===== src/hdl/y86bsd_pkg.sv =====
package y86bsd_pkg;

	localparam int INST_ADDR_W = 32;
	localparam int IMM_W       = 32;
	localparam int MN_W        = 5;
	localparam int NIB_W       = 4;
	localparam int BYTE_W      = 8;
	localparam int PHASE_W     = 3;
	localparam int ST_W        = 2;
	localparam int TDATA_W     = 80;

	// instruction codes (upper nibble of the first byte)
	localparam logic [3:0] IC_NOP    = 4'd0;
	localparam logic [3:0] IC_HALT   = 4'd1;
	localparam logic [3:0] IC_RRMOVL = 4'd2;
	localparam logic [3:0] IC_IRMOVL = 4'd3;
	localparam logic [3:0] IC_RMMOVL = 4'd4;
	localparam logic [3:0] IC_MRMOVL = 4'd5;
	localparam logic [3:0] IC_OPL    = 4'd6;
	localparam logic [3:0] IC_JXX    = 4'd7;
	localparam logic [3:0] IC_CALL   = 4'd8;
	localparam logic [3:0] IC_RET    = 4'd9;
	localparam logic [3:0] IC_PUSHL  = 4'd10;
	localparam logic [3:0] IC_POPL   = 4'd11;
	localparam logic [3:0] IC_READX  = 4'd12;
	localparam logic [3:0] IC_WRITEX = 4'd13;
	localparam logic [3:0] IC_MOVSBL = 4'd14;
	localparam logic [3:0] IC_BAD    = 4'd15;

	localparam logic [3:0] FN_OPL_MAX = 4'd5;
	localparam logic [3:0] FN_JXX_MAX = 4'd6;
	localparam logic [3:0] FN_BYTE    = 4'd0;

	// mnemonic codes
	localparam logic [4:0] MN_NOP    = 5'd0;
	localparam logic [4:0] MN_HALT   = 5'd1;
	localparam logic [4:0] MN_RRMOVL = 5'd2;
	localparam logic [4:0] MN_IRMOVL = 5'd3;
	localparam logic [4:0] MN_RMMOVL = 5'd4;
	localparam logic [4:0] MN_MRMOVL = 5'd5;
	localparam logic [4:0] MN_ADDL   = 5'd6;
	localparam logic [4:0] MN_JMP    = 5'd12;
	localparam logic [4:0] MN_CALL   = 5'd19;
	localparam logic [4:0] MN_RET    = 5'd20;
	localparam logic [4:0] MN_PUSHL  = 5'd21;
	localparam logic [4:0] MN_POPL   = 5'd22;
	localparam logic [4:0] MN_READB  = 5'd23;
	localparam logic [4:0] MN_READL  = 5'd24;
	localparam logic [4:0] MN_WRITEB = 5'd25;
	localparam logic [4:0] MN_WRITEL = 5'd26;
	localparam logic [4:0] MN_MOVSBL = 5'd27;
	localparam logic [4:0] MN_LAST   = MN_MOVSBL;

	// instruction lengths in bytes
	localparam logic [2:0] LEN_1 = 3'd1;
	localparam logic [2:0] LEN_2 = 3'd2;
	localparam logic [2:0] LEN_5 = 3'd5;
	localparam logic [2:0] LEN_6 = 3'd6;

	// result status codes
	localparam logic [1:0] ST_DECODED = 2'd0;
	localparam logic [1:0] ST_INVALID = 2'd1;
	localparam logic [1:0] ST_TRUNC   = 2'd2;

	typedef struct packed {
		logic       valid;
		logic       has_regs;
		logic [2:0] length;
		logic [4:0] mnemonic;
	} inst_info_t;

endpackage


===== src/hdl/y86bsd_decode.sv =====
module y86bsd_decode (
	input  logic [3:0]             icode,
	input  logic [3:0]             ifun,
	output y86bsd_pkg::inst_info_t info
);
	import y86bsd_pkg::*;

	always_comb begin
		info.valid    = 1'b1;
		info.has_regs = 1'b0;
		info.length   = LEN_1;
		info.mnemonic = MN_NOP;
		case (icode)
			IC_NOP: begin
				info.mnemonic = MN_NOP;
			end
			IC_HALT: begin
				info.mnemonic = MN_HALT;
			end
			IC_RRMOVL: begin
				info.has_regs = 1'b1;
				info.length   = LEN_2;
				info.mnemonic = MN_RRMOVL;
			end
			IC_IRMOVL: begin
				info.has_regs = 1'b1;
				info.length   = LEN_6;
				info.mnemonic = MN_IRMOVL;
			end
			IC_RMMOVL: begin
				info.has_regs = 1'b1;
				info.length   = LEN_6;
				info.mnemonic = MN_RMMOVL;
			end
			IC_MRMOVL: begin
				info.has_regs = 1'b1;
				info.length   = LEN_6;
				info.mnemonic = MN_MRMOVL;
			end
			IC_OPL: begin
				info.has_regs = 1'b1;
				info.length   = LEN_2;
				info.valid    = (ifun <= FN_OPL_MAX);
				info.mnemonic = MN_ADDL + (info.valid ? MN_W'(ifun) : MN_NOP);
			end
			IC_JXX: begin
				info.length   = LEN_5;
				info.valid    = (ifun <= FN_JXX_MAX);
				info.mnemonic = MN_JMP + (info.valid ? MN_W'(ifun) : MN_NOP);
			end
			IC_CALL: begin
				info.length   = LEN_5;
				info.mnemonic = MN_CALL;
			end
			IC_RET: begin
				info.mnemonic = MN_RET;
			end
			IC_PUSHL: begin
				info.has_regs = 1'b1;
				info.length   = LEN_2;
				info.mnemonic = MN_PUSHL;
			end
			IC_POPL: begin
				info.has_regs = 1'b1;
				info.length   = LEN_2;
				info.mnemonic = MN_POPL;
			end
			IC_READX: begin
				info.has_regs = 1'b1;
				info.length   = LEN_6;
				info.mnemonic = (ifun == FN_BYTE) ? MN_READB : MN_READL;
			end
			IC_WRITEX: begin
				info.has_regs = 1'b1;
				info.length   = LEN_6;
				info.mnemonic = (ifun == FN_BYTE) ? MN_WRITEB : MN_WRITEL;
			end
			IC_MOVSBL: begin
				info.has_regs = 1'b1;
				info.length   = LEN_6;
				info.mnemonic = MN_MOVSBL;
			end
			default: begin
				// bad instruction code
				info.valid    = 1'b0;
				info.mnemonic = MN_NOP;
			end
		endcase
	end

endmodule


===== src/hdl/y86_byte_stream_decoder.sv =====
// Flow: a word is captured in the input stage and decoded, and the result register that
// drives m_tvalid loads the result when the word completes or ends an instruction.
// Throughput: one byte word per cycle; the single decode pass between the input stage
// and the result register sets it, and a stalled result register holds the input stage.
// Reset (arst_n low, asynchronous): empty both stages, clear the stop flag, load start
// address 0 and expect an opcode byte. Only reset releases a stopped decoder.
module y86_byte_stream_decoder #(
	parameter int ADDR_WIDTH = 32
) (
	input  logic        clk,
	input  logic        arst_n,
	// input byte stream
	input  logic        s_tvalid,
	output logic        s_tready,
	input  logic [7:0]  s_tdata,   // [7:0] code_byte
	input  logic        s_tlast,   // last_byte
	// decoded instruction stream
	output logic        m_tvalid,
	input  logic        m_tready,
	output logic [79:0] m_tdata,   // [31:0] inst_address, [36:32] mnemonic,
	                               // [40:37] reg_a, [44:41] reg_b,
	                               // [76:45] immediate, [79:77] zero
	output logic [1:0]  m_tuser,   // [1:0] status
	// configuration port
	input  logic        psel,
	input  logic        penable,
	input  logic        pwrite,
	input  logic [2:0]  paddr,
	input  logic [31:0] pwdata,
	output logic [31:0] prdata,
	output logic        pready
);
	import y86bsd_pkg::*;

	// configuration register and address state
	logic [31:0]           start_addr_q;
	logic [ADDR_WIDTH-1:0] byte_addr_q;
	logic [ADDR_WIDTH-1:0] inst_start_q;

	// partial instruction state
	logic [PHASE_W-1:0] phase_q;
	logic [NIB_W-1:0]   icode_q;
	logic [NIB_W-1:0]   ifun_q;
	logic [BYTE_W-1:0]  regs_q;
	logic [IMM_W-1:0]   imm_q;
	logic               stopped_q;

	// input stage
	logic              valid_s1;
	logic [BYTE_W-1:0] byte_s1;
	logic              last_s1;

	// result register
	logic                   valid_s2;
	logic [INST_ADDR_W-1:0] addr_s2;
	logic [MN_W-1:0]        mn_s2;
	logic [BYTE_W-1:0]      regs_s2;
	logic [IMM_W-1:0]       imm_s2;
	logic [ST_W-1:0]        status_s2;

	// decode pass
	logic                  advance;
	logic                  cfg_wr;
	logic                  first_byte;
	logic [NIB_W-1:0]      cur_icode;
	logic [NIB_W-1:0]      cur_ifun;
	inst_info_t            info;
	logic [PHASE_W-1:0]    phase_inc;
	logic [PHASE_W-1:0]    lane_sel;
	logic [BYTE_W-1:0]     regs_nxt;
	logic [IMM_W-1:0]      imm_nxt;
	logic [ADDR_WIDTH-1:0] cur_addr;
	logic                  emit;
	logic                  done_inst;
	logic                  bad_code;
	logic [PHASE_W-1:0]    phase_nxt;
	logic                  stop_nxt;
	logic [MN_W-1:0]       res_mn;
	logic [BYTE_W-1:0]     res_regs;
	logic [IMM_W-1:0]      res_imm;
	logic [ST_W-1:0]       res_status;

	// Register 0 (start_address) lies at byte address 0; paddr[2] selects beyond it.
	assign pready = 1'b1;
	assign cfg_wr = psel & penable & pwrite & pready & ~paddr[2];
	assign prdata = paddr[2] ? '0 : start_addr_q;

	// The input stage moves on only when the result register is free or being drained.
	assign advance  = valid_s1 & (~valid_s2 | m_tready);
	assign s_tready = ~valid_s1 | advance;

	// On the first byte of an instruction the opcode comes straight from the word.
	assign first_byte = (phase_q == '0);
	assign cur_icode  = first_byte ? byte_s1[7:4] : icode_q;
	assign cur_ifun   = first_byte ? byte_s1[3:0] : ifun_q;

	y86bsd_decode u_decode (
		.icode (cur_icode),
		.ifun  (cur_ifun),
		.info  (info)
	);

	always_comb begin
		phase_inc = phase_q + 3'd1;
		// immediate byte lane: count bytes after the opcode and the register byte
		lane_sel  = phase_q - (info.has_regs ? 3'd2 : 3'd1);
		cur_addr  = first_byte ? byte_addr_q : inst_start_q;

		if (first_byte) begin
			regs_nxt = '0;
			imm_nxt  = '0;
		end else if (info.has_regs && phase_q == 3'd1) begin
			regs_nxt = byte_s1;
			imm_nxt  = imm_q;
		end else begin
			regs_nxt = regs_q;
			imm_nxt  = imm_q | (IMM_W'(byte_s1) << {lane_sel[1:0], 3'b000});
		end

		bad_code   = first_byte & ~info.valid;
		done_inst  = (phase_inc >= info.length);
		emit       = 1'b0;
		phase_nxt  = phase_q;
		stop_nxt   = stopped_q;
		res_mn     = info.mnemonic;
		res_regs   = '0;
		res_imm    = '0;
		res_status = ST_DECODED;

		if (!stopped_q) begin
			if (bad_code) begin
				// invalid opcode wins over an end-of-memory mark
				emit       = 1'b1;
				stop_nxt   = 1'b1;
				res_mn     = MN_NOP;
				res_status = ST_INVALID;
			end else if (done_inst) begin
				emit      = 1'b1;
				phase_nxt = '0;
				stop_nxt  = last_s1;
				res_regs  = regs_nxt;
				res_imm   = imm_nxt;
			end else if (last_s1) begin
				// memory ends partway through an instruction
				emit       = 1'b1;
				phase_nxt  = '0;
				stop_nxt   = 1'b1;
				res_status = ST_TRUNC;
			end else begin
				phase_nxt = phase_inc;
			end
		end
	end

	// control state
	always_ff @(posedge clk or negedge arst_n) begin
		if (!arst_n) begin
			valid_s1     <= 1'b0;
			valid_s2     <= 1'b0;
			phase_q      <= '0;
			stopped_q    <= 1'b0;
			start_addr_q <= '0;
			byte_addr_q  <= '0;
			inst_start_q <= '0;
		end else begin
			if (s_tready) begin
				valid_s1 <= s_tvalid;
			end
			// hold a waiting result, drop it once taken, load a fresh one on emit
			valid_s2 <= (valid_s2 & ~m_tready) | (advance & emit & ~cfg_wr);
			if (cfg_wr) begin
				// restart numbering; the stop flag stays as it is
				start_addr_q <= pwdata;
				byte_addr_q  <= pwdata[ADDR_WIDTH-1:0];
				inst_start_q <= pwdata[ADDR_WIDTH-1:0];
				phase_q      <= '0;
			end else if (advance && !stopped_q) begin
				phase_q     <= phase_nxt;
				stopped_q   <= stop_nxt;
				byte_addr_q <= byte_addr_q + 1'b1;
				if (first_byte) begin
					inst_start_q <= byte_addr_q;
				end
			end
		end
	end

	// payload registers
	always_ff @(posedge clk) begin
		if (s_tready && s_tvalid) begin
			byte_s1 <= s_tdata;
			last_s1 <= s_tlast;
		end
		if (advance && !stopped_q) begin
			icode_q <= cur_icode;
			ifun_q  <= cur_ifun;
			regs_q  <= regs_nxt;
			imm_q   <= imm_nxt;
		end
		if (advance && emit) begin
			addr_s2   <= INST_ADDR_W'(cur_addr);
			mn_s2     <= res_mn;
			regs_s2   <= res_regs;
			imm_s2    <= res_imm;
			status_s2 <= res_status;
		end
	end

	assign m_tvalid = valid_s2;
	assign m_tdata  = {3'b000, imm_s2, regs_s2[3:0], regs_s2[7:4], mn_s2, addr_s2};
	assign m_tuser  = status_s2;

endmodule


===== config.mk =====
export PLATFORM = sky130hd
export DESIGN_NAME = y86_byte_stream_decoder
export DESIGN_NICKNAME = d
export VERILOG_FILES = /design/src/hdl/y86bsd_pkg.sv /design/src/hdl/y86bsd_decode.sv /design/src/hdl/y86_byte_stream_decoder.sv
export SDC_FILE = /design/constraint.sdc
export NUM_CORES = 1
export LEC_CHECK = 0
export BUFFER_PORTS_ARGS = -buffer_cell sky130_fd_sc_hd__buf_2
export CORE_ASPECT_RATIO = 1.4
export CORE_MARGIN = 1
export CORE_UTILIZATION = 45
export DETAILED_ROUTE_END_ITERATION = 6
export GPL_TIMING_DRIVEN = 0
export MAX_ROUTING_LAYER = met4
export PLACE_DENSITY = 0.76
export SLEW_MARGIN = 15
export SYNTH_ARGS = -nofsm -noshare
export SYNTH_HDL_FRONTEND = slang
export SYNTH_HIERARCHICAL = 1
export SYNTH_SLANG_ARGS = --single-unit

===== constraint.sdc =====
create_clock -name clk -period 11.5 [get_ports clk]
set_input_delay 0 -clock clk [delete_from_list [all_inputs] [get_ports clk]]
set_output_delay 0 -clock clk [all_outputs]
set_load 0.005 [all_outputs]

# Word level (Yosys, flattened, before mapping)
# Index checks and enable logic that the tools add are counted.
classes:
  n_addsub: 5
  n_lt_le_gt_ge: 3
  eq_ne: 17
  n_shift: 1
  mux: 39
  bitwise: 19
  reduce_logical: 18
ops:
  columns: ["op", "n"]
  rows:
  - ["$mux W32", 8]
  - ["$pmux W5 S14", 1]
  - ["$add A32 B1 Y32 const B", 1]
  - ["$or A32 B32 Y32", 1]
  - ["$shl A8 B5 Y32", 1]
  - ["$eq A4 B4 Y1 const B", 7]
  - ["$mux W4", 5]
  - ["$mux W3", 6]
  - ["$eq A4 B3 Y1 const B", 4]
  - ["$mux W8", 2]
  - ["$reduce_or A13 Y1", 1]
  - ["$mux W1", 10]
  - ["$mux W5", 2]
  - ["$reduce_or A10 Y1", 1]
  - ["$pmux W3 S3", 1]
  - ["$and A1 B1 Y1", 8]
  - ["$eq A4 B2 Y1 const B", 2]
  - ["$le A4 B3 Y1 const B", 2]
  - ["$logic_not A4 Y1", 2]
  - ["$not A1 Y1", 7]
  - ["$mux W2", 3]
  - ["$reduce_or A3 Y1", 2]
  - ["$reduce_or A6 Y1", 1]
  - ["$add A3 B5 Y5 const A", 1]
  - ["other kinds (18)", 23]
word_totals:
  ff_bits: 238
  in_bits: 51
  wordCells: 121

# Longest topological paths before layout
# Gate-level depths: netlist (run 1).
depth:
  word_depth: 12
  ltp_mapped: 19
  depth_no_buf: 15

# Cells and area by module
# The synthesis (run 1) kept the hierarchy.
modules_own_cells:
  columns: ["mod", "n_inst", "cells_per_inst", "area_each_um2", "seq_area_each_um2"]
  rows:
  - ["y86_byte_stream_decoder", 1, 955, 10272.4, 6636.4]
  - ["y86bsd_decode", 1, 60, 380.4, 0.0]

# Least setup slack after synthesis (run 1)
# OpenSTA, ideal clock, no wires.
synth_timing:
  path_type: "reg2reg"
  startpoint: "register phase_q[1]"
  endpoint: "register addr_s2[0], enable pin"
  setup_ns: 0.517
  arrival_time_ns: 6.397
  setup_slack_ns: 4.586
  path_stages_with_launch: 18
  synth_period_minus_slack_ns: 6.914
  cell_sequence: "dfrtp_1 > inv_1 > ha_1 > nor2b_1 > clkbuf_1 > clkbuf_1 > buf_1 > nand2_1 > nand2_1 > clkbuf_1 > a21oi_1 > o221ai_1 > inv_1 > ha_1 > inv_1 > o21ai_1 > nor3_1 > nor2_1"
synth_lines:
  columns: ["element", "line", "text"]
  rows:
  - ["start, declared", "y86_byte_stream_decoder.sv:41", "logic [PHASE_W-1:0] phase_q;"]
  - ["start signal, assigned", "y86_byte_stream_decoder.sv:178", "phase_q <= phase_nxt;"]
  - ["end signal, assigned", "y86_byte_stream_decoder.sv:201", "addr_s2 <= INST_ADDR_W'(cur_addr);"]
  - ["end, declared", "y86_byte_stream_decoder.sv:55", "logic [INST_ADDR_W-1:0] addr_s2;"]

==> summary.md, run 1 <==
| Metric | Value |
|---|---|
| Final Max Tran Viols | 0 |
| DP Cell Count | 1,488 |
| CTS tree | yes |
| Async S/R FF share, synth | 42.9% |
| Clock share of power | 35.6% |
| RSZ-0062 raised after global routing | no |
| Max-slew headroom | between 40 and 50% |
| First-pass GRT wire length | 42,500 µm |
| CP arrival | approximately 5400 ps |
| Worst reg-to-reg path cell count | 18 |
| Fin crit share | 45.4% |
| Post-detailed-routing wire length | approximately 27,000 µm |
| Leakage | ~0.0057 µW |
| Min-Delay Path Class | primary input to flip-flop |
| R2R Path Start | phase_q[1]$_DFFE_PN0P_ |
| Core region area | roughly 23,000 µm² |
| Resized cells post-CTS | 0 |
| Initial DRT Pass Iterations | 5 |
| Die width | between 100 and 150 µm |
| Via-to-Cell Ratio | approximately 5.3 |
| Final Hold Fails | 0 |
| Switching power | 588 µW |
| Core Rows | 66 |
| Port Buffers | roughly 160 |
| Largest net degree at the start of global routing | between 60 and 70 |
| DRC viols | 0 |
| Fillers | approximately 2,000 |
| Area of the mapped netlist | between 10,000 and 15,000 µm² |
| Die area | 24,300 µm² |
| Htree depth | 1 |
| Worst vdd ir | 0.000127 V |
| Syn avg cell area | ~10 µm² |
| Routability cong. | 0.855 |
| Share of cells above drive strength 1 | a little under a fifth |
| Initial core utilization | a little under half |
| WP data required | 11,710 ps |
| Cells after Synth | 1,015 |
| Hold_ws | about 210 ps |
| Seq pwr share | 50.3% |
| Run status | completed |
| Post-synth EDFFs | between 100 and 150 |
| Setup TNS | 0 ps |
| Sink Count | ~240 |
| Register-to-register setup slack | 6280 ps |
| Peak Freq | roughly 0.19 GHz |
| TritonCTS Buffers | 24 |
| I/O pin count | about 170 |
| Ant diodes | 0 |
| Commonest cells after routing, fill and taps aside | nand2_1, buf_2, edfxtp_1 |
| Iter 0 DRT Violations | between 500 and 600 |
| Dpl hpwl | roughly 18,000 µm |
| Main synth FF type | edfxtp_1 |
| Synth top area share | 38.3% |
| Critical path class | flip-flop to flip-flop |
| Hold-critical path depth | 2 |
| Commonest non-fill, non-tap cell in the layout | nand2_1 |
| Hold Crit Start | s_tdata[4] |
| RR Endpoint | imm_s2[5]$_SDFFCE_PP0P_ |
| Drt wl/cell | about 17 µm |
| Chip height | ~180 µm |
| Clk slew on worst S/H paths | 70 ps |
| Clock buffer depth | 3 |
| Critical path launch point type | flip-flop |
| Routed via count | 8,406 |
| Final antenna-violating net count | 0 |
| P&R area growth vs syn | 24.2% |
| Post-Route Skew | 11.0 ps |
| Final Setup Violations | 0 |
| Remaining Overflow, GRT | 0 |
| Vias in the first global route | 8,273 |
| Register bit total from synthesis | approximately 240 |
| Tot GR Track Use | roughly 23% |
| CTS root buf | clkbuf_16 |
| Internal | 1570 µW |
| Main area contributors after synthesis | edfxtp_1, dfrtp_1, nand2_1 |
| Minimum clock period | between 5000 and 6000 ps |
| Comb pwr share | 14.2% |
| Later-pin clock latency in the skew report | 520 ps |
| Pwr Density | 163 nW/µm² |
| Crit path capture type | flip-flop |
| Switching share of power | 27.3% |
| Post-synthesis sequential area ratio | between 60% and 70% |
| Max Fanout on Critical Path | 30 |
| Hold worst-path end | byte_s1[4]$_DFFE_PP_ |
| Max-cap violations | 0 |
| Yosys cell types | 62 |
| Yosys warns | 6 |
| Fin nets | about 1,300 |
| Post-synth top area cell | edfxtp_1 |
| Non-filler instance count after layout | roughly 1,600 |
| Initial antenna violation count | 0 |
| Worst-Margin Slew | between 800 and 900 ps |
[sequential cells by signal, summed over array words and instances (netlist names), 2 cells and up]
signal / count
addr_s2: 32
byte_addr_q: 32
byte_s1: 8
icode_q: 4
ifun_q: 4
imm_q: 32
imm_s2: 32
inst_start_q: 32
m_tuser: 2
mn_s2: 5
phase_q: 3
regs_q: 8
regs_s2: 8
start_addr_q: 32
[cells in the mapped netlist, types with 2 or more instances]
library cell / number
edfxtp_1: 136
clkbuf_1: 34
o21ai_1: 8
mux2i_1: 11
a21oi_1: 40
nor2_1: 88
nand2_1: 232
buf_1: 4
nor3b_1: 3
o211ai_1: 2
ha_1: 10
and3_1: 14
inv_1: 16
buf_4: 4
conb_1: 3
nor3_1: 20
and4_4: 2
nor4_2: 4
nor2b_1: 40
xor2_1: 6
a21o_1: 2
dfrtp_1: 102
and4_1: 2
buf_2: 7
nand4_1: 8
o31ai_1: 2
a21boi_1: 2
buf_6: 4
o21ai_0: 90
nor4_1: 4
o221ai_1: 2
nand3_1: 48
nand2b_1: 6
and3_2: 3
nand3b_1: 2
xnor2_1: 28
[layout make-up]
type	count	area, µm²	area share, %
Timing Repair Buffer	214	1410	10.6
Inverter	17	63.8	0.482
Clock inverter	15	130	0.983
Clock buffer	29	641	4.84
Tap cell	306	383	2.89
Buffer	55	275	2.08
Multi-Input combinational cell	707	3690	27.9
Sequential cell	238	6640	50.2
[critical path: stages (launching register included)]
cell and delay, ps:
dfrtp_1 460, inv_1 110, ha_1 170, nor2b_1 130
clkbuf_1 290, clkbuf_1 420, buf_1 380, nand2_1 90
nand2_1 230, clkbuf_1 380, a21oi_1 130, o221ai_1 240
inv_1 70, ha_1 270, inv_1 40, o21ai_1 500
nor3_1 200, nor2_4 490, buf_12 260
[metal layers]
metal | vias up | track usage (%) | share of wire [%]
li1 | 3978 | - | -
met5 | - | - | 0
met2 | 329 | 41.0 | 52
met4 | 0 | 9.67 | 3.4
met3 | 66 | 2.84 | 5.8
met1 | 4033 | 25.8 | 39
[through the flow]
stage | worst slack (ps) | area (µm²) | power (µW) | utilization, %
3_3_place_gp | 1780 | 11800 | 1360 | 51.1
5_1_grt | 5750 | 13200 | 2240 | 57.0
4_1_cts | 6260 | 13200 | 2160 | 57.0
2_1_floorplan | 4590 | 10700 | 1280 | -
6_report | 6280 | 13200 | 2150 | 57.0
3_5_place_dp | 6300 | 12000 | 1380 | 51.5
[timing repair]
item | in CTS | in global routing
endpoints found under the setup margin | 0 | 0
buffers inserted | 0 | 0
hold buffers | 49 | 0
hold endpoints to repair | 210 | 0
[cell families after synthesis]
group | synth area share (%)
compound gates | 8.17
other cells | 0.106
fa+ha+maj | 1.17
xor+xnor | 2.80
simple gates | 21.2
flops | 62.3
buf+inv | 3.16
mux | 1.14
[power by group through the flow]
stage	sequential (µW)	clock, µW	combinational [µW]
floorplan	1070	0	205
global placement	1090	0	273
detailed placement	1100	0	285
CTS	1080	775	303
global route	1090	806	345
finish	1080	766	305
[worst max-delay path by stage]
| stage | endpoint | cells past startpoint | start | slack [ps] |
|---|---|---|---|---|
| after global placement | mn_s2[4]$_DFFE_PP_ | 17 | phase_q[0]$_DFFE_PN0P_ | 1780 |
| after CTS | imm_s2[4]$_SDFFCE_PP0P_ | 18 | phase_q[1]$_DFFE_PN0P_ | 6260 |
| final | imm_s2[5]$_SDFFCE_PP0P_ | 18 | phase_q[1]$_DFFE_PN0P_ | 6280 |
| after detailed placement | imm_s2[1]$_SDFFCE_PP0P_ | 18 | phase_q[1]$_DFFE_PN0P_ | 6300 |
| after floorplan | addr_s2[0]$_DFFE_PP_ | 17 | phase_q[1]$_DFFE_PN0P_ | 4590 |
| after global routing | imm_s2[4]$_SDFFCE_PP0P_ | 18 | phase_q[1]$_DFFE_PN0P_ | 5750 |
Power figures use the tool's default switching activity.
==> inputs of run 2 (changes only) <==
PLACE_DENSITY = 0.78   (was 0.76)
clock period = 4.47 ns   (was 11.5 ns; I/O delays follow)
==> summary.md, run 2 (synthesis gave the netlist of run 1 again) <==
| Metric | Value |
|---|---|
| Run status | completed |
| Fin crit share | 91.6% (+46 points) |
| WP data required | 4820 ps (-6890 ps) |
| Setup TNS | 0 ps (unchanged) |
| Critical-path top delay cell | dfrtp_1 |
| Final Hold Fails | 0 (unchanged) |
| Final Setup Violations | 0 (unchanged) |
| Core Rows | 66 (unchanged) |
| Post-Route Skew | 21.5 ps (+10.5 ps) |
| Minimum clock period | 4100 ps (-1130 ps) |
| Die area | 24,300 µm² (unchanged) |
| CP arrival | 4440 ps (-990 ps) |
| Core region area | 23,200 µm² (unchanged) |
| TritonCTS Buffers | 23 (-4.2%) |
| Post-route worst setup slack | 375 ps (-5900 ps) |
| DRC viols | 0 (unchanged) |
| Critical path launch point type | flip-flop |
| Worst slack, placed | -297 ps (-6600 ps) |
| Commonest non-fill, non-tap cell in the layout | nand2_1 |
| Min-Delay Path Class | primary input to flip-flop |
| Pwr Density | 411 nW/µm² (+150%) |
| Worst vdd ir | 0.000396 V (+210%) |
| CTS tree | yes |
| Routed via count | 8,421 (+0.18%) |
| Sink Count | 238 (unchanged) |
| Via-to-Cell Ratio | 5.33 (+0.31%) |
| Largest net degree at the start of global routing | 78 (+13%) |
| CTS root buf | clkbuf_16 |
| Port Buffers | 161 (unchanged) |
| Hold_ws | 103 ps (-108 ps) |
| Commonest cells after routing, fill and taps aside | nand2_1, buf_2, edfxtp_1 |
| Register area | 6640 µm² (unchanged) |
| Htree depth | 1 (unchanged) |
| Iter 0 DRT Violations | 455 (-23%) |
| Register-to-register setup slack | 370 ps (-5900 ps) |
| Max-cap violations | 0 (unchanged) |
| Leakage | 0.00571 µW (+0.68%) |
| Vias in the first global route | 8,255 (-0.22%) |
| Worst path max stage delay | 440 ps (-60 ps) |
| First-pass GRT wire length | 42,400 µm (-0.13%) |
| Peak Freq | 0.244 GHz (+28%) |
| Crit path capture type | flip-flop |
| Clock buffer depth | 3 (unchanged) |
| Critical path class | flip-flop to flip-flop |
| Fillers | 1,934 (-0.97%) |
| Initial core utilization | 45.9% (unchanged) |
| WP buf/inv | 6 (-2) |
| Initial antenna violation count | 0 (unchanged) |
| Area of the multi-input gates | 3740 µm² (+1.4%) |
| Max-slew headroom | 43.1% (+2.2 points) |
| Crit path cell chain | inv_1 > ha_1 > nand2b_1 > clkbuf_1 > clkbuf_2 > nand2_1 > nand2_1 > buf_6 > nand3_1 > o21ai_1 > inv_1 > inv_1 > ha_1 > xor2_1 > nand3_1 > a21boi_2 > a21oi_1 > nor2_1 |
| Final Max Tran Viols | 0 (unchanged) |
| Share of cells above drive strength 1 | 20.0% (+1.2 points) |
| Final antenna-violating net count | 0 (unchanged) |
| Ant diodes | 0 (unchanged) |
| Final Core Density | 57.2% (+0.19 points) |
| Die width | 132 µm (unchanged) |
| Drt wl/cell | 17.0 µm (-0.89%) |
| Top delay family on crit path | buffers and inverters |
| Post-detailed-routing wire length | 26,800 µm (-1.0%) |
| Tot GR Track Use | 22.8% (-0.080 points) |
| Worst-Margin Slew | 846 ps (-32.4 ps) |
| Fin nets | 1,317 (-0.076%) |
| Later-pin clock latency in the skew report | 520 ps (about the same) |
| Clk slew on worst S/H paths | 60 ps (about the same) |
| Non-filler instance count after layout | 1,579 (-0.13%) |
| Remaining Overflow, GRT | 0 (unchanged) |
| I/O pin count | 168 (unchanged) |
| Routability cong. | 0.852 (-0.41%) |
| Chip height | 184 µm (unchanged) |
| RSZ-0062 raised after global routing | no |
| Initial DRT Pass Iterations | 5 (unchanged) |
| Dpl hpwl | 18,400 µm (-0.52%) |
| DP Cell Count | 1,488 (unchanged) |
| P&R area growth vs syn | 24.6% |
| Most used cell, CP | inv_1 |
| Max Fanout on Critical Path | 10 (-67%) |
==> run 2: cell types whose count changed in the layout (fill, tap and decap cells not counted), moves of 3 or more <==
cell	before	now
buf_1	4	0
clkbuf_1	38	32
clkbuf_8	0	3
clkbuf_2	1	6
==> run 2: final cells by class <==
cell class                      instances  share of cell area [%]
Clock buffer                           28                    4.70
Timing Repair Buffer                  215                    10.9
Inverter                               17                   0.481
Multi-Input combinational cell        707                    28.2
Buffer                                 54                    2.11
Tap cell                              306                    2.88
Sequential cell                       238                    50.0
Clock inverter                         14                   0.763
==> run 2: power breakdown <==
part / switching [µW] / internal (µW) / leakage [µW]
Sequential: 187 / 2600 / 0.00254
Combinational: 460 / 341 / 0.00281
Clock: 815 / 1060 / 0.000363
==> run 2: per-stage QoR <==
| stage | power, µW | instance area, µm² |
|---|---|---|
| after CTS | 5470 | 13200 |
| after global routing | 5710 | 13300 |
| after global placement | 3510 | 11900 |
| after detailed placement | 3560 | 12000 |
| after floorplan | 3290 | 10700 |
| final | 5460 | 13300 |
==> run 2: layer usage <==
metal / wire length, µm / GRT usage, % / part of all wire, % / up-vias
met3: 1500 / 3.31 / 5.6 / 60
met2: 14300 / 41.3 / 53 / 329
met5: 0 / - / 0 / -
li1: - / - / - / 3987
met4: 985 / 10.0 / 3.7 / 0
met1: 9980 / 24.9 / 37 / 4045
==> run 2: repair_timing <==
| item | CTS | global route |
|---|---|---|
| setup endpoints to repair | 102 | 146 |
| hold buffers | 47 | 0 |
| setup buffers | 3 | 0 |
| gates resized for setup | 6 | 10 |
| pin swaps | 1 | 0 |
| hold endpoints to repair | 209 | 0 |
==> run 2: worst reg2reg max path: cells and delay by family, from the launching register on <==
family | cells | cell delay (ps)
xor gates and xnor gates | 1 | 210
adders and majority gates | 2 | 440
DFF | 1 | 440
AOI/OAI and AO/OA | 3 | 790
and+or+nand+nor | 6 | 840
buffers and inverters | 6 | 1230
==> run 2: worst paths after layout <==
| kind | start | to | cells past startpoint |
|---|---|---|---|
| worst min-delay path | pwrite | stopped_q$_DFFE_PN0P_ | 4 |
| min in group asynchronous | arst_n | start_addr_q[8]$_DFFE_PN0P_ | 4 |
| worst min register to register | start_addr_q[25]$_DFFE_PN0P_ | start_addr_q[25]$_DFFE_PN0P_ | 2 |
| worst max register to register | phase_q[0]$_DFFE_PN0P_ | imm_s2[0]$_SDFFCE_PP0P_ | 18 |
| max in group asynchronous | arst_n | start_addr_q[15]$_DFFE_PN0P_ | 4 |
| worst max-delay path | phase_q[0]$_DFFE_PN0P_ | imm_s2[0]$_SDFFCE_PP0P_ | 18 |
